`src/rtl/tsod_pkg.sv`:
```
// shared types and constants for the syn option detect table
package tsod_pkg;
  localparam int TableDepthDef = 16;
  localparam int MaxPacketBytesDef = 2048;

  localparam logic [1:0] KIND_BYTE   = 2'd0;
  localparam logic [1:0] KIND_LOOKUP = 2'd1;
  localparam logic [1:0] KIND_TICK   = 2'd2;
  localparam logic [1:0] KIND_UNUSED = 2'd3;

  localparam logic [0:0] CFG_CRYPT_KIND = 1'd0;
  localparam logic [0:0] CFG_MAX_AGE    = 1'd1;

  localparam logic [1:0] PH_KIND = 2'd0;
  localparam logic [1:0] PH_LEN  = 2'd1;
  localparam logic [1:0] PH_BODY = 2'd2;
  localparam logic [1:0] PH_STOP = 2'd3;

  typedef struct packed {
    logic [1:0]  kind;
    logic [7:0]  data_byte;
    logic        last_byte;
    logic [15:0] lookup_dst_port;
    logic [15:0] lookup_src_port;
  } in_item_t;

  typedef struct packed {
    logic        result_kind;
    logic        option_found;
    logic        table_full;
    logic [31:0] source_address;
    logic [15:0] source_port;
    logic [15:0] dest_port;
    logic        hello_flag;
  } out_item_t;

  typedef struct packed {
    logic [1:0] kind;
    logic [7:0] data;
  } cfg_item_t;

  // controller to datapath
  typedef struct packed {
    logic take_byte;
    logic tick;
    logic finish;
    logic scan_start;
    logic scan_step;
    logic load_out_lookup;
  } dp_cmd_t;

  // datapath to controller
  typedef struct packed {
    logic scan_done;
  } dp_sts_t;
endpackage

```
`src/rtl/tsod_if.sv`:
```
// valid ready channel interfaces
interface tsod_in_if;
  logic               valid;
  logic               ready;
  tsod_pkg::in_item_t payload;
  modport source (output valid, output payload, input ready);
  modport sink (input valid, input payload, output ready);
endinterface

interface tsod_out_if;
  logic                valid;
  logic                ready;
  tsod_pkg::out_item_t payload;
  modport source (output valid, output payload, input ready);
  modport sink (input valid, input payload, output ready);
endinterface

interface tsod_cfg_if;
  logic                valid;
  logic                ready;
  tsod_pkg::cfg_item_t payload;
  modport source (output valid, output payload, input ready);
  modport sink (input valid, input payload, output ready);
endinterface

```
`src/rtl/tsod_ctrl.sv`:
```
// controller: sequences bytes, ticks and table scans, owns the output valid register
module tsod_ctrl (
  input  logic                clk,
  input  logic                rst_n,
  input  logic                in_valid,
  input  tsod_pkg::in_item_t  in_item,
  output logic                in_ready,
  input  logic                out_ready,
  output logic                out_valid,
  output tsod_pkg::dp_cmd_t   cmd,
  input  tsod_pkg::dp_sts_t   sts
);
  localparam logic [0:0] ST_RUN  = 1'd0;
  localparam logic [0:0] ST_SCAN = 1'd1;

  logic [0:0] state_r, state_nxt;
  logic       out_valid_r, out_valid_nxt;
  logic       acc, out_free;

  // a new result may be loaded when the output register is empty or draining
  assign out_free = !out_valid_r || out_ready;
  assign in_ready = (state_r == ST_RUN) && out_free;
  assign acc = in_valid && in_ready;
  assign out_valid = out_valid_r;

  always_comb begin
    state_nxt = state_r;
    out_valid_nxt = out_valid_r && !out_ready;
    cmd = '0;
    unique case (state_r)
      ST_RUN: begin
        if (acc) begin
          case (in_item.kind)
            tsod_pkg::KIND_BYTE: begin
              cmd.take_byte = 1'b1;
              if (in_item.last_byte) begin
                cmd.finish = 1'b1;
                out_valid_nxt = 1'b1;
              end
            end
            tsod_pkg::KIND_LOOKUP: begin
              cmd.scan_start = 1'b1;
              state_nxt = ST_SCAN;
            end
            tsod_pkg::KIND_TICK: cmd.tick = 1'b1;
            default: ;
          endcase
        end
      end
      ST_SCAN: begin
        cmd.scan_step = 1'b1;
        if (sts.scan_done && out_free) begin
          cmd.load_out_lookup = 1'b1;
          out_valid_nxt = 1'b1;
          state_nxt = ST_RUN;
        end
      end
      default: state_nxt = ST_RUN;
    endcase
  end

  always_ff @(posedge clk) begin
    if (!rst_n) begin
      state_r <= ST_RUN;
      out_valid_r <= 1'b0;
    end else begin
      state_r <= state_nxt;
      out_valid_r <= out_valid_nxt;
    end
  end
endmodule

```
`src/rtl/tsod_dp.sv`:
```
// datapath: header parser, option walker, connection table and result register
module tsod_dp #(
  parameter int TABLE_DEPTH = tsod_pkg::TableDepthDef,
  parameter int MAX_PACKET_BYTES = tsod_pkg::MaxPacketBytesDef
) (
  input  logic                clk,
  input  logic                rst_n,
  input  tsod_pkg::in_item_t  in_item,
  input  logic [7:0]          crypt_kind,
  input  logic [7:0]          max_age,
  input  tsod_pkg::dp_cmd_t   cmd,
  output tsod_pkg::dp_sts_t   sts,
  output tsod_pkg::out_item_t out_item
);
  localparam int PW = $clog2(MAX_PACKET_BYTES + 1);
  localparam int IW = (TABLE_DEPTH > 1) ? $clog2(TABLE_DEPTH) : 1;
  localparam int CW = $clog2(TABLE_DEPTH + 1);

  logic [PW-1:0] pos_r, pos_nxt;
  logic [3:0]    ihl_r, ihl_nxt;
  logic [3:0]    thl_r, thl_nxt;
  logic          bad_r, bad_nxt;
  logic [1:0]    ph_r, ph_nxt;
  logic [7:0]    okind_r, okind_nxt;
  logic [7:0]    left_r, left_nxt;
  logic          match_r, match_nxt;
  logic [31:0]   addr_r, addr_nxt;
  logic [31:0]   ports_r, ports_nxt;
  logic [31:0]   sec_r;

  logic [TABLE_DEPTH-1:0] ev_r;
  logic [31:0] eports_r [TABLE_DEPTH];
  logic [31:0] etime_r  [TABLE_DEPTH];

  logic [CW-1:0] scan_r;
  logic [31:0]   key_r;
  logic          hello_r;
  tsod_pkg::out_item_t out_r;

  // header arithmetic, widths sized for the largest position
  logic [PW+1:0] p, oend;
  logic [7:0]    b;
  logic          in_range;

  assign b = in_item.data_byte;
  assign p = {2'b0, pos_r};
  assign in_range = pos_r < PW'(MAX_PACKET_BYTES);

  always_comb begin
    logic [PW+1:0] tn, hn;
    pos_nxt = pos_r; ihl_nxt = ihl_r; thl_nxt = thl_r; bad_nxt = bad_r;
    ph_nxt = ph_r; okind_nxt = okind_r; left_nxt = left_r; match_nxt = match_r;
    addr_nxt = addr_r; ports_nxt = ports_r;
    oend = '0; tn = '0; hn = '0;
    if (in_range) begin
      pos_nxt = pos_r + 1'b1;
      if (pos_r == '0) begin
        ihl_nxt = b[3:0];
        if (b[7:4] != 4'd4) bad_nxt = 1'b1;
      end
      if (p == (PW + 2)'(9) && b != 8'd6) bad_nxt = 1'b1;
      if (p >= (PW + 2)'(12) && p <= (PW + 2)'(15)) addr_nxt = {addr_r[23:0], b};
      // offset uses the ihl taken from this byte when position is zero
      tn = (PW + 2)'({ihl_nxt, 2'b00});
      if (p >= tn && p <= tn + 3) ports_nxt = {ports_r[23:0], b};
      if (p == tn + 12) thl_nxt = b[7:4];
      if (p == tn + 13 && b != 8'h02) bad_nxt = 1'b1;
      hn = tn + (PW + 2)'({thl_nxt, 2'b00});
      if (p >= tn + 20 && p < hn) begin
        unique case (ph_r)
          tsod_pkg::PH_KIND: begin
            okind_nxt = b;
            if (b > 8'd1) ph_nxt = tsod_pkg::PH_LEN;
          end
          tsod_pkg::PH_LEN: begin
            oend = p - (PW + 2)'(1) + (PW + 2)'(b);
            if (b < 8'd2 || oend > hn) begin
              ph_nxt = tsod_pkg::PH_STOP;
            end else begin
              if (okind_r == crypt_kind) match_nxt = 1'b1;
              left_nxt = b - 8'd2;
              ph_nxt = (b == 8'd2) ? tsod_pkg::PH_KIND : tsod_pkg::PH_BODY;
            end
          end
          tsod_pkg::PH_BODY: begin
            left_nxt = left_r - 8'd1;
            if (left_r == 8'd1) ph_nxt = tsod_pkg::PH_KIND;
          end
          default: ;
        endcase
      end
    end
  end

  // verdict after this byte
  logic [PW+1:0] fin_hend;
  logic          found, full;
  logic [IW-1:0] slot;
  logic          have_slot;
  assign fin_hend = (PW + 2)'({ihl_nxt, 2'b00}) + (PW + 2)'({thl_nxt, 2'b00});
  assign found = !bad_nxt && match_nxt && fin_hend <= {2'b0, pos_nxt};

  always_comb begin
    slot = '0;
    have_slot = 1'b0;
    for (int i = TABLE_DEPTH - 1; i >= 0; i--) begin
      if (!ev_r[i]) begin
        slot = IW'(i);
        have_slot = 1'b1;
      end
    end
  end
  assign full = found && !have_slot;

  logic [IW-1:0] si;
  logic [31:0]   age;
  assign si = scan_r[IW-1:0];
  assign age = sec_r - etime_r[si];
  assign sts.scan_done = (scan_r == CW'(TABLE_DEPTH));

  always_ff @(posedge clk) begin
    if (!rst_n) begin
      pos_r <= '0; ihl_r <= '0; thl_r <= '0; bad_r <= 1'b0;
      ph_r <= tsod_pkg::PH_KIND; okind_r <= '0; left_r <= '0; match_r <= 1'b0;
      addr_r <= '0; ports_r <= '0; sec_r <= '0; ev_r <= '0;
      scan_r <= '0; hello_r <= 1'b0;
    end else begin
      if (cmd.tick) sec_r <= sec_r + 32'd1;
      if (cmd.take_byte) begin
        if (cmd.finish) begin
          pos_r <= '0; ihl_r <= '0; thl_r <= '0; bad_r <= 1'b0;
          ph_r <= tsod_pkg::PH_KIND; okind_r <= '0; left_r <= '0; match_r <= 1'b0;
          addr_r <= '0; ports_r <= '0;
          if (found && have_slot) ev_r[slot] <= 1'b1;
        end else begin
          pos_r <= pos_nxt; ihl_r <= ihl_nxt; thl_r <= thl_nxt; bad_r <= bad_nxt;
          ph_r <= ph_nxt; okind_r <= okind_nxt; left_r <= left_nxt;
          match_r <= match_nxt; addr_r <= addr_nxt; ports_r <= ports_nxt;
        end
      end
      if (cmd.scan_start) begin
        scan_r <= '0;
        hello_r <= 1'b0;
      end else if (cmd.scan_step && !sts.scan_done) begin
        scan_r <= scan_r + 1'b1;
        if (ev_r[si]) begin
          if (eports_r[si] == key_r) hello_r <= 1'b1;
          // matching or stale entries are dropped
          if (eports_r[si] == key_r || age > {24'd0, max_age}) ev_r[si] <= 1'b0;
        end
      end
    end
  end

  always_ff @(posedge clk) begin
    if (cmd.scan_start) key_r <= {in_item.lookup_src_port, in_item.lookup_dst_port};
    if (cmd.take_byte && cmd.finish && found && have_slot) begin
      eports_r[slot] <= ports_nxt;
      etime_r[slot] <= sec_r;
    end
    if (cmd.take_byte && cmd.finish) begin
      out_r.result_kind <= 1'b0;
      out_r.option_found <= found;
      out_r.table_full <= full;
      out_r.source_address <= addr_nxt;
      out_r.source_port <= ports_nxt[31:16];
      out_r.dest_port <= ports_nxt[15:0];
      out_r.hello_flag <= 1'b0;
    end else if (cmd.load_out_lookup) begin
      out_r <= {1'b1, 1'b0, 1'b0, 32'd0, 16'd0, 16'd0, hello_r};
    end
  end

  assign out_item = out_r;
endmodule

```
`src/rtl/tcp_syn_option_detect_table.sv`:
```
// top level of the syn option detect table
//  channel | dir | payload
//  in_     | in  | kind, data_byte, last_byte, lookup ports
//  out_    | out | verdict or lookup answer
//  cfg_    | in  | register index and write data
// packet bytes are taken one byte per cycle, as are ticks, while in_ready is high
// a lookup scans one table entry per cycle, then loads its answer once the output register is free
// rst_n is synchronous; table valid bits clear at once, no clearing pass
// a full output register stalls the input until it is taken
module tcp_syn_option_detect_table #(
  parameter int TABLE_DEPTH = tsod_pkg::TableDepthDef,
  parameter int MAX_PACKET_BYTES = tsod_pkg::MaxPacketBytesDef
) (
  input logic     clk,
  input logic     rst_n,
  tsod_in_if.sink   in_ch,
  tsod_out_if.source out_ch,
  tsod_cfg_if.sink  cfg_ch
);
  logic [7:0] crypt_kind_r, max_age_r;
  tsod_pkg::dp_cmd_t cmd;
  tsod_pkg::dp_sts_t sts;

  assign cfg_ch.ready = 1'b1;
  always_ff @(posedge clk) begin
    if (!rst_n) begin
      crypt_kind_r <= 8'd69;
      max_age_r <= 8'd10;
    end else if (cfg_ch.valid) begin
      unique case (cfg_ch.payload.kind)
        2'(tsod_pkg::CFG_CRYPT_KIND): crypt_kind_r <= cfg_ch.payload.data;
        2'(tsod_pkg::CFG_MAX_AGE):    max_age_r <= cfg_ch.payload.data;
        default: ;
      endcase
    end
  end

  tsod_ctrl u_ctrl (
    .clk, .rst_n,
    .in_valid(in_ch.valid), .in_item(in_ch.payload), .in_ready(in_ch.ready),
    .out_ready(out_ch.ready), .out_valid(out_ch.valid), .cmd, .sts
  );

  tsod_dp #(.TABLE_DEPTH(TABLE_DEPTH), .MAX_PACKET_BYTES(MAX_PACKET_BYTES)) u_dp (
    .clk, .rst_n, .in_item(in_ch.payload), .crypt_kind(crypt_kind_r),
    .max_age(max_age_r), .cmd, .sts, .out_item(out_ch.payload)
  );

  a_scan_blocks_input: assert property (@(posedge clk) disable iff (!rst_n)
    cmd.scan_step |-> !in_ch.ready) else $error("input taken during scan");
  a_lookup_answer: assert property (@(posedge clk) disable iff (!rst_n)
    cmd.load_out_lookup |=> out_ch.valid && out_ch.payload.result_kind)
    else $error("lookup answer not presented");
  a_verdict: assert property (@(posedge clk) disable iff (!rst_n)
    cmd.finish |=> out_ch.valid && !out_ch.payload.result_kind)
    else $error("verdict not presented");
endmodule
```
`src/flat_wrapper.sv`:
```
// flat-port wrapper written by rule: the top's interface ports become plain ports
module tcp_syn_option_detect_table_flat 
#(
  parameter int TABLE_DEPTH = tsod_pkg::TableDepthDef,
  parameter int MAX_PACKET_BYTES = tsod_pkg::MaxPacketBytesDef
)
  (clk, rst_n, in_ch_valid, in_ch_payload, in_ch_ready, out_ch_valid, out_ch_payload, out_ch_ready, cfg_ch_valid, cfg_ch_payload, cfg_ch_ready);
  tsod_in_if in_ch_i ();
  tsod_out_if out_ch_i ();
  tsod_cfg_if cfg_ch_i ();
  input logic clk;
  input logic rst_n;
  input wire logic [$bits(in_ch_i.valid)-1:0] in_ch_valid;
  input wire logic [$bits(in_ch_i.payload)-1:0] in_ch_payload;
  output wire logic [$bits(in_ch_i.ready)-1:0] in_ch_ready;
  output wire logic [$bits(out_ch_i.valid)-1:0] out_ch_valid;
  output wire logic [$bits(out_ch_i.payload)-1:0] out_ch_payload;
  input wire logic [$bits(out_ch_i.ready)-1:0] out_ch_ready;
  input wire logic [$bits(cfg_ch_i.valid)-1:0] cfg_ch_valid;
  input wire logic [$bits(cfg_ch_i.payload)-1:0] cfg_ch_payload;
  output wire logic [$bits(cfg_ch_i.ready)-1:0] cfg_ch_ready;
  assign in_ch_i.valid = in_ch_valid;
  assign in_ch_i.payload = in_ch_payload;
  assign in_ch_ready = in_ch_i.ready;
  assign out_ch_valid = out_ch_i.valid;
  assign out_ch_payload = out_ch_i.payload;
  assign out_ch_i.ready = out_ch_ready;
  assign cfg_ch_i.valid = cfg_ch_valid;
  assign cfg_ch_i.payload = cfg_ch_payload;
  assign cfg_ch_ready = cfg_ch_i.ready;
  tcp_syn_option_detect_table #(.TABLE_DEPTH(TABLE_DEPTH), .MAX_PACKET_BYTES(MAX_PACKET_BYTES)) u_core (.clk(clk), .rst_n(rst_n), .in_ch(in_ch_i), .out_ch(out_ch_i), .cfg_ch(cfg_ch_i));
endmodule
```
`config.mk`:
```
export PLATFORM = sky130hd
export DESIGN_NAME = tcp_syn_option_detect_table_flat
export DESIGN_NICKNAME = d
export VERILOG_FILES = /design/src/rtl/tsod_pkg.sv /design/src/rtl/tsod_if.sv /design/src/rtl/tsod_ctrl.sv /design/src/rtl/tsod_dp.sv /design/src/rtl/tcp_syn_option_detect_table.sv /design/src/flat_wrapper.sv
export SDC_FILE = /design/constraint.sdc
export NUM_CORES = 1
export LEC_CHECK = 0
export ABC_CLOCK_PERIOD_IN_PS = 11300
export BUFFER_PORTS_ARGS = -buffer_cell sky130_fd_sc_hd__buf_2
export CAP_MARGIN = 20
export CELL_PAD_IN_SITES_DETAIL_PLACEMENT = 1
export CELL_PAD_IN_SITES_GLOBAL_PLACEMENT = 1
export CORE_ASPECT_RATIO = 1.2
export CORE_UTILIZATION = 50
export CTS_BUF_LIST = sky130_fd_sc_hd__clkbuf_4 sky130_fd_sc_hd__clkbuf_8
export CTS_CLUSTER_SIZE = 40
export DETAILED_ROUTE_END_ITERATION = 12
export PLACE_DENSITY_LB_ADDON = 0.1
export SLEW_MARGIN = 30
export SYNTH_ARGS = -nofsm -noshare
export SYNTH_HDL_FRONTEND = slang
export SYNTH_HIERARCHICAL = 1
export SYNTH_SLANG_ARGS = --single-unit
```
`constraint.sdc`:
```
create_clock -name clk -period 11.3 [get_ports clk]
set_input_delay 1.13 -clock clk [delete_from_list [all_inputs] [get_ports clk]]
set_output_delay 1.13 -clock clk [all_outputs]
set_load 0.05 [all_outputs]
```
**Word-level counts from Yosys, hierarchy flattened**

Memory sizes are Yosys's and may differ from the RTL's. A register that Yosys moved wholly into a read port is not among the register bits.
Cells that the tools add are included.

- Register bits after elaboration: 276
- Bits in writable memories: 1,024
- Bits of input ports: 58
- Output and inout bits: 71
- Logic and storage cells: 242
- Memories kept: 2

Memories:

| name | depth | width | read ports | clocked after memory_dff | wr ports | line | text |
|---|---|---|---|---|---|---|---|
| u_core.u_dp.eports_r | 16 | 32 | 1 | 1 | 1 | tsod_dp.sv:32 | `logic [31:0] eports_r [TABLE_DEPTH];` |
| u_core.u_dp.etime_r | 16 | 32 | 1 | 1 | 1 | tsod_dp.sv:33 | `logic [31:0] etime_r [TABLE_DEPTH];` |

- $add $sub $neg: 14
- Magnitude comparators: 16
- Eq/ne operators: 19
- Mux-type cells: 116
- Bitwise gates (word level): 5
- Reduce and logical (&&, ||, !) cells: 44

Operators by type and width:

| kind | number |
|---|---|
| $mux 32 | 6 |
| $mux 67 | 2 |
| $mux 16 | 8 |
| $mux 4 | 30 |
| $mux 8 | 8 |
| $mux 1 | 45 |
| $add 32x1->32 const B | 1 |
| $eq 32x32->1 | 1 |
| $gt 32x8->1 | 1 |
| $sub 32x32->32 | 1 |
| $eq 12x7->1 | 2 |
| $mux 12 | 2 |
| $logic_and 1x1->1 | 19 |
| $and 16x16->16 | 1 |
| $mux 2 | 8 |
| $not 16->16 | 1 |
| $or 16x16->16 | 1 |
| $pmux 8 s2 | 1 |
| $add 13x9->14 | 1 |
| $add 6x4->7 const B | 2 |
| $add 6x6->7 | 2 |
| $gt 14x7->1 | 1 |
| $sub 12x1->13 const B | 1 |
| $add 12x1->12 const B | 1 |
| other kinds (46) | 68 |

**Longest topological paths before layout**

Gate-level depths: netlist of run 1.

- Depth in word-level cells: 30
- Gate-level depth with buffers: 32
- Gate-level depth less buffers: 30

**Modules after synthesis**

The synthesis of run 1 kept the hierarchy.

Modules (own cells, without submodules):

| module | times used | cells an instance | area each (um^2) | sequential area each (um^2) |
|---|---|---|---|---|
| tsod_dp | 1 | 3,405 | 54,619.9 | 36,975.5 |
| tcp_syn_option_detect_table | 1 | 69 | 670.6 | 320.3 |
| tsod_ctrl | 1 | 20 | 165.2 | 40.0 |

**Worst setup path after synthesis of run 1**

Ideal clock, no wire load.

- Path kind: flip-flop to flip-flop
- Start: reg u_core.u_dp.pos_r[0]
- End: mem u_core.u_dp.eports_r[2][0], enable pin
- Setup time: 578 ps
- Arrival time: 10,919 ps
- Required time: 10,722 ps
- Setup slack: -197 ps
- Cell stages (with the launch flop): 30
- Buffers on the path: 2
- Clock period less this slack: 11,497 ps
- Path through: dfxtp_1 -> clkbuf_1 -> inv_1 -> ha_1 -> nor3b_1 -> nand3_1 -> o21ai_1 -> inv_1 -> ha_1 -> or3_1 -> a31oi_1 -> a221o_1 -> mux2i_1 -> o32ai_4 -> mux2_2 -> ha_1 -> fa_1 -> a21o_1 -> a21o_1 -> ha_1 -> nand4_1 -> o21ai_0 -> nor2_1 -> o2111ai_1 -> nand4b_1 -> o21ai_0 -> nand3_1 -> o31ai_4 -> buf_6 -> nor3b_1

- Word-level cells in the longest chain between the ends: 20
- Elaborated cells on any way between the ends: 43
- Classes of those cells: 8 x add/sub; 5 x order compare; 3 x eq/ne; 17 x mux; 10 x reduce/logical

RTL lines:

| item | line | text |
|---|---|---|
| start: declaration | tsod_dp.sv:19 | `logic [PW-1:0] pos_r, pos_nxt;` |
| start signal: assignment | tsod_dp.sv:136 | `pos_r <= pos_nxt; ihl_r <= ihl_nxt; thl_r <= thl_nxt; bad_r <= bad_nxt;` |
| $logic_not 12->1 | tsod_dp.sv:57 | `if (pos_r == '0) begin` |
| $mux 4 | tsod_dp.sv:57 |  |
| $mux 4 | tsod_dp.sv:55 | `if (in_range) begin` |
| $add 6x4->7 | tsod_dp.sv:66 | `if (p == tn + 12) thl_nxt = b[7:4];` |
| $eq 12x7->1 | tsod_dp.sv:66 |  |
| $mux 4 | tsod_dp.sv:66 |  |
| $mux 4 | tsod_dp.sv:55 |  |
| $add 6x6->7 | tsod_dp.sv:68 | `hn = tn + (PW + 2)'({thl_nxt, 2'b00});` |
| (+3 left out) | n/a |  |
| $mux 1 | tsod_dp.sv:70 | `unique case (ph_r)` |
| $mux 1 | tsod_dp.sv:69 | `if (p >= tn + 20 && p < hn) begin` |
| $mux 1 | tsod_dp.sv:55 |  |
| $logic_and 1x1->1 | tsod_dp.sv:101 | `assign found = !bad_nxt && match_nxt && fin_hend <= {2'b0, pos_nxt};` |
| $logic_and 1x1->1 (*) | tsod_dp.sv:101 |  |
| $logic_and 1x1->1 (*) (2 in series) | tsod_dp.sv:157 | `if (cmd.take_byte && cmd.finish && found && have_slot) begin` |
| $mux 1 (*) | tsod_dp.sv:157 |  |
| $mux 1 (implied by the code) (*) | tsod_dp.sv:158 | `eports_r[slot] <= ports_nxt;` |
| end: declaration | tsod_dp.sv:32 |  |

Mark *: on every way between the ends. The rest lies on a longest branch, timed or not. The select of a mux whose other input is x is not followed.

**Worst setup path in the final report of run 1**

- Start: reg u_core.u_dp.pos_r[0]
- End: mem u_core.u_dp.etime_r[13][17], enable pin

- Word-level cells in the longest chain between the ends: 20
- Elaborated cells on any way between the ends: 43
- Classes of those cells: 8 x add/sub; 5 x order compare; 3 x eq/ne; 17 x mux; 10 x reduce/logical

RTL lines:

| item | line | text |
|---|---|---|
| $logic_not 12->1 | tsod_dp.sv:57 |  |
| $mux 4 | tsod_dp.sv:57 |  |
| $mux 4 | tsod_dp.sv:55 |  |
| $add 6x4->7 | tsod_dp.sv:66 |  |
| $eq 12x7->1 | tsod_dp.sv:66 |  |
| $mux 4 | tsod_dp.sv:66 |  |
| $mux 4 | tsod_dp.sv:55 |  |
| $add 6x6->7 | tsod_dp.sv:68 |  |
| (+3 left out) | n/a |  |
| $mux 1 | tsod_dp.sv:70 |  |
| $mux 1 | tsod_dp.sv:69 |  |
| $mux 1 | tsod_dp.sv:55 |  |
| $logic_and 1x1->1 | tsod_dp.sv:101 |  |
| $logic_and 1x1->1 (*) | tsod_dp.sv:101 |  |
| $logic_and 1x1->1 (*) (2 in series) | tsod_dp.sv:157 |  |
| $mux 1 (*) | tsod_dp.sv:157 |  |
| $mux 1 (implied by the code) (*) | tsod_dp.sv:159 | `etime_r[slot] <= sec_r;` |
| end: declaration | tsod_dp.sv:33 |  |

Marked as above.

==> results of run 1 <==
## cell usage in the layout (no fill, tap or decap), types with 13 or more instances in the layout
cell | netlist | final
nand2b_1 | 23 | 22
mux4_2 | 271 | 271
xnor2_1 | 74 | 74
nand3_1 | 38 | 38
a21oi_1 | 144 | 144
nor3_1 | 55 | 49
mux2_2 | 34 | 34
a31oi_1 | 15 | 15
buf_12 | 0 | 20
xor2_1 | 77 | 77
a21o_1 | 18 | 18
nor4_1 | 21 | 21
o22ai_1 | 14 | 14
a211oi_1 | 16 | 15
nor2_1 | 243 | 231
clkinv_2 | 0 | 35
mux2i_1 | 108 | 108
dfxtp_1 | 182 | 176
clkinv_1 | 1 | 43
nand2_1 | 189 | 188
a32oi_1 | 13 | 13
nand4_1 | 31 | 31
inv_1 | 130 | 129
edfxtp_1 | 1122 | 1122
nor2b_1 | 14 | 13
ha_1 | 92 | 92
clkbuf_4 | 0 | 60
buf_4 | 4 | 36
clkbuf_8 | 0 | 216
buf_2 | 21 | 127
o21ai_0 | 86 | 86
a22oi_1 | 80 | 80
o211ai_1 | 15 | 15
or3_1 | 19 | 19
## where the power goes
group | switching (mW) | internal [mW] | leakage (nW)
logic | 0.214 | 0.127 | 6.53
registers | 0.0190 | 5.17 | 13.2
clock network | 1.90 | 2.19 | 2.22
## stage by stage
step / std cells / instance area (µm²) / hold WS, ns / util (%) / setup slack [ns]
finish: 5302 / 62300 / 0.407 / 56.7 / 1.75
global route: 5302 / 62300 / 0.339 / 56.7 / 1.14
CTS: 5298 / 62200 / 0.302 / 56.7 / 1.77
detailed placement: 4917 / 58000 / 0.463 / 52.8 / 1.85
global placement: 4914 / 57900 / 0.447 / 52.7 / 1.96
floorplan: 3494 / 55500 / 0.435 / - / 0.0844
## cell families (layout without fill, tap and decap cells)
logic type               count (synthesis)  after routing  share of synthesized area (%)
AO/OA/AOI/OAI                          502            502                           5.92
XOR/XNOR                               151            151                           2.38
adder cells (fa/ha/maj)                 97             97                           2.22
buffers and inverters                  313            703                           2.26
flip-flops                            1304           1304                           67.3
multiplexers                           416            416                           13.7
other                                    1              2                        0.00676
AND/OR/NAND/NOR                        710            710                           6.13
## worst min-delay path by stage
stage,startpoint,depth (start not counted),to
6_report,in_ch_payload[5],1,u_core/u_dp/key_r[21]
5_1_grt,in_ch_payload[7],1,u_core/u_dp/key_r[23]
4_1_cts,in_ch_payload[5],1,u_core/u_dp/key_r[21]
3_5_place_dp,u_core/u_dp/bad_r,2,u_core/u_dp/bad_r
3_3_place_gp,u_core/u_dp/out_item[67],2,u_core/u_dp/out_item[67]
2_1_floorplan,u_core/max_age_r[2],2,u_core/max_age_r[2]
## per-layer routing
| metal | wire [µm] | vias to the layer above | share of wire, % |
|---|---|---|---|
| met1 | 61900 | 17100 | 41 |
| met5 | 0 | - | 0 |
| li1 | - | 14100 | - |
| met3 | 7670 | 228 | 5.1 |
| met4 | 4270 | 0 | 2.8 |
| met2 | 77100 | 937 | 51 |
## final cells by class
type                            instances  area (µm²)  share of cell area, %
Sequential cell                      1304       37400                   60.0
Multi-Input combinational cell       1877       17000                   27.3
Clock buffer                          276        3420                   5.49
Tap cell                             1417        1770                   2.85
Timing Repair Buffer                  188        1410                   2.27
Clock inverter                        105         801                   1.29
Inverter                              134         505                  0.811
Antenna cell                            1        2.50                0.00402
## sequential cells by signal, summed over array words and instances (netlist names), 2 cells and up, named ones only
register	flops
u_core/u_dp/pos_r	12
u_core/u_dp/ihl_r	4
u_core/u_dp/addr_r	32
u_core/u_dp/key_r	32
u_core/crypt_kind_r	8
u_core/max_age_r	8
u_core/u_dp/ev_r	16
u_core/u_dp/ports_r	32
u_core/u_dp/ph_r	2
u_core/u_dp/out_item	68
u_core/u_dp/sec_r	32
u_core/u_dp/eports_r	512
u_core/u_dp/scan_r	5
u_core/u_dp/left_r	8
u_core/u_dp/thl_r	4
u_core/u_dp/etime_r	512
u_core/u_dp/okind_r	8
==> out/summary.txt, run 1 <==
run status: complete, no violations
Mapped Cells: 3494
Clk pin slew, worst setup/hold paths: 0.06 ns
Pins Over Slew Limit: 0
worst r2r src: u_core/u_dp/pos_r[0]
fraction of registers with async set/reset: 0%
Routed WL: 151000 µm
Worst-Margin Slew: 1.06 ns
cell area power density: 155 nW/µm²
htree depth: 4
RSZ-0062 raised after global routing: false
crit-path leading delay family: compound AO/OA/AOI/OAI gates
vias in the first global route: 34600
initial antenna violation count: 4
dpl hpwl: 94400 µm
R2R cell count: 30
Remaining DRCs: 0
GRT overflow: 0
arrival time worst endpoint: 10.04 ns
GRT Max-Usage Layer: met2
clock sink count: 1304
sequential share of the synthesized area: 67.3%
maximum vdd drop: 0.118 mV
Buffers on Ports: 127
die width: 306 µm
CP Depth: 30
slack of the worst reg-to-reg path: 1.75 ns
Starting Density: 50.5%
clk_lat worst skew: 0.91 ns
Worst Path Buf+Inv: 4
M2 GR Usage: 46.5%
Netlist cell types: 92
post-CTS setup buffer count: 0
Fillers: 10300
Startpoint Class: flop
PostCTS Resize Cnt: 0
most common cell in the netlist: edfxtp_1
CTS buffer count: 203
skew final: 0.0652 ns
Area growth syn-to-layout: 12.3%
CP Capture Point: u_core/u_dp/etime_r[13][17]
Antenna Nets Post-Route: 0
Yosys reg bits: 1304
post-route minimum period: 9.55 ns
most used cell, CP: ha_1
Top FF cell, synth: edfxtp_1
Critical Path Fanout Max: 29
CP required: 11.79 ns
DRT Pass-1 Iters: 5
largest net degree at the start of global routing: 152
max_cap viols: 0
Via-to-Cell Ratio: 6.10
Root Buffer: clkbuf_8
final period utilization: 84.5%
top cell type's share of synthesized area: 60.8%
wire length per cell: 28.5 µm
# setup viols final: 0
Core Footprint: 110000 µm²
Fin Setup TNS: 0 ns
M1 GR Usage: 35.0%
DRT iter0 DRCs: 2380
R2R Path End: u_core/u_dp/etime_r[13][17]
Clock Path Buffers: 3
post-synthesis cell area: 55500 µm²
HP Class: primary input to flop
Crit. Startpoint: u_core/u_dp/pos_r[0]
yosys synthesis warning count: 6
cell row count: 133
global-route wire length before repair: 224000 µm
Hold Buf Count CTS: 0
nets: 3861
slowest stage delay, CP: 0.62 ns
post-synth top area cell: edfxtp_1
die area: 112000 µm²
Lkg Pwr: 21.9 nW
grt met3 use: 4.46%
via count: 32400
I/O Pins: 129
Synth area leaders: edfxtp_1 61%, mux4_2 11%, dfxtp_1 6.6%
GRT Total Usage: 27.1%
critical path class: flop to flop
Post-synth EDFFs: 1122
crit end category: flop
count of final hold-check violations: 0
CTS tree: yes
fmax: 105 MHz
layout cells sized above 1: 23.0%
Slew headroom: 29.5%
Synth Net Count: 3647
CP max-delay cell: o32ai_4
Syn Area/Cell: 15.9 µm²
Pwr Total: 9.63 mW
Die Y: 367 µm
GP Congestion: 0.825
Synth top cells by count: 1122 x edfxtp_1, 271 x mux4_2, 243 x nor2_1
No activity file was read; power rests on OpenSTA's default activity.
==> run 2: changes to the inputs <==
Settings changed: ABC_CLOCK_PERIOD_IN_PS 11300 to 8300.
Clock period 11.3 ns to 8.3 ns, I/O delays scaled along.
==> run 2 against run 1 <==
Effect of this change:
- largest power group unchanged
- wire length is 4.6% higher
- critical path depth is 1 lower
- global-route usage is 1.3 points higher
- highest routed layer is now met5
- critical path type unchanged
- setup slack got worse by 1.1 ns
- via count up 2.0%
- hold slack worse by 0.31 ns
==> out/summary.txt, run 2 (synthesis results as in run 1) <==
run status: complete, no violations
critical path class: flop to flop
Critical Path Fanout Max: 32
pre-CTS setup slack: 0.583 ns
fmax: 131 MHz
vias in the first global route: 35100
worst r2r src: u_core/u_dp/pos_r[0]
Core Footprint: 110000 µm²
RSZ-0062 raised after global routing: false
Inst Count DP: 4995
R2R Path End: u_core/u_dp/eports_r[9][3]
Crit. Startpoint: u_core/u_dp/pos_r[0]
Antenna Nets Post-Route: 0
I/O Pins: 129
CP required: 8.85 ns
htree depth: 4
# setup viols final: 0
Die Y: 367 µm
Finished Cell Area: 63400 µm²
Final Non-Filler Cells: 5373
HP Class: primary input to flop
post-route minimum period: 7.63 ns
DRT Pass-1 Iters: 5
most common cell after layout, fill and taps aside: edfxtp_1
Clk pin slew, worst setup/hold paths: 0.07 ns
Starting Density: 50.5%
cell row count: 133
CP max-delay cell: o31ai_4
met3 wire len: 9370 µm
initial antenna violation count: 6
final period utilization: 91.9%
Fillers: 10200
Slew headroom: 30.5%
Routed WL: 158000 µm
GRT Total Usage: 28.4%
cell area power density: 207 nW/µm²
Root Buffer: clkbuf_8
DP Area: 59100 µm²
hold depth: 1
Register Area: 37400 µm²
hold wc startpoint: in_ch_payload[18]
post-CTS setup buffer count: 0
Area growth syn-to-layout: 14.3%
Worst-Margin Slew: 1.04 ns
R2R cell count: 29
hold worst-path end: u_core/u_dp/key_r[2]
DRT iter0 DRCs: 2935
Startpoint Class: flop
crit end category: flop
Pins Over Slew Limit: 0
GP Congestion: 0.925
layout cells sized above 1: 24.5%
die width: 306 µm
largest net degree at the start of global routing: 85
CTS tree: yes
Remaining DRCs: 0
arrival time worst endpoint: 8.18 ns
dpl hpwl: 106000 µm
max_cap viols: 0
die area: 112000 µm²
wire length per cell: 29.4 µm
slowest stage delay, CP: 0.51 ns
Clock Path Buffers: 3
Pwr Total: 13.1 mW
CTS buffer count: 204
final core utilization: 57.7%
via count: 33000
clock sink count: 1304
count of final hold-check violations: 0
Via-to-Cell Ratio: 6.14
Lkg Pwr: 22.5 nW
Buffers on Ports: 127
commonest cells after routing, fill and taps aside: 1122 x edfxtp_1, 271 x mux4_2, 231 x nor2_1
Final WS setup: 0.670 ns
maximum vdd drop: 0.135 mV
nets: 3940
most used cell, CP: ha_1
GRT overflow: 0
Fin Hold WS: 0.0938 ns
skew final: 0.0472 ns
Fin Setup TNS: 0 ns
Multi-input gate area: 17100 µm²
slack of the worst reg-to-reg path: 0.67 ns
DR top layer: met5
Met2 Wirelength: 80800 µm
met1 wire length: 62300 µm
global-route wire length before repair: 234000 µm
clk_lat worst skew: 0.91 ns
==> run 2: layout make-up <==
cell class | count | share of cell area [%]
Sequential cell | 1304 | 58.9
Inverter | 134 | 0.797
Clock buffer | 273 | 5.33
Antenna cell | 1 | 0.00395
Timing Repair Buffer | 266 | 3.93
Clock inverter | 101 | 1.29
Multi-Input combinational cell | 1877 | 26.9
Tap cell | 1417 | 2.80
==> run 2: how the worst max path moves through the flow <==
stage          cells past startpoint                          end  slack, ns
2_1_floorplan                     30  u_core/u_dp/eports_r[13][0]      -0.05
3_3_place_gp                      30   u_core/u_dp/eports_r[9][2]       0.64
3_5_place_dp                      29   u_core/u_dp/etime_r[8][29]       0.58
4_1_cts                           28   u_core/u_dp/eports_r[9][3]       0.51
5_1_grt                           32   u_core/u_dp/eports_r[9][3]       0.12
6_report                          29   u_core/u_dp/eports_r[9][3]       0.67
==> run 2: where the power goes <==
group | internal [mW] | leakage [nW] | switching [mW]
registers | 7.05 | 13.2 | 0.0248
clock network | 3.01 | 2.22 | 2.60
logic | 0.180 | 7.10 | 0.296
total | 10.2 | 22.5 | 2.92
==> run 2: what timing repair did <==
item,in CTS,in global routing
hold buffers,1,0
endpoints found under the hold margin,1,0
setup endpoints to repair,0,218
gates resized for setup,0,2
==> run 2: critical path: cells and delay by family, from the launching register on <==
| kind | cells | cell delay, ns |
|---|---|---|
| compound gates | 10 | 2.31 |
| simple gates | 6 | 1.44 |
| fa+ha+maj | 5 | 1.33 |
| buf+inv | 5 | 0.99 |
| mux | 2 | 0.49 |
| flops | 1 | 0.42 |
| xor+xnor | 1 | 0.30 |
==> run 2: layer usage <==
metal,track usage (%),vias up
met5,0,-
met4,10.3,6
met3,4.95,239
met2,48.7,1126
met1,36.2,17300
li1,-,14300
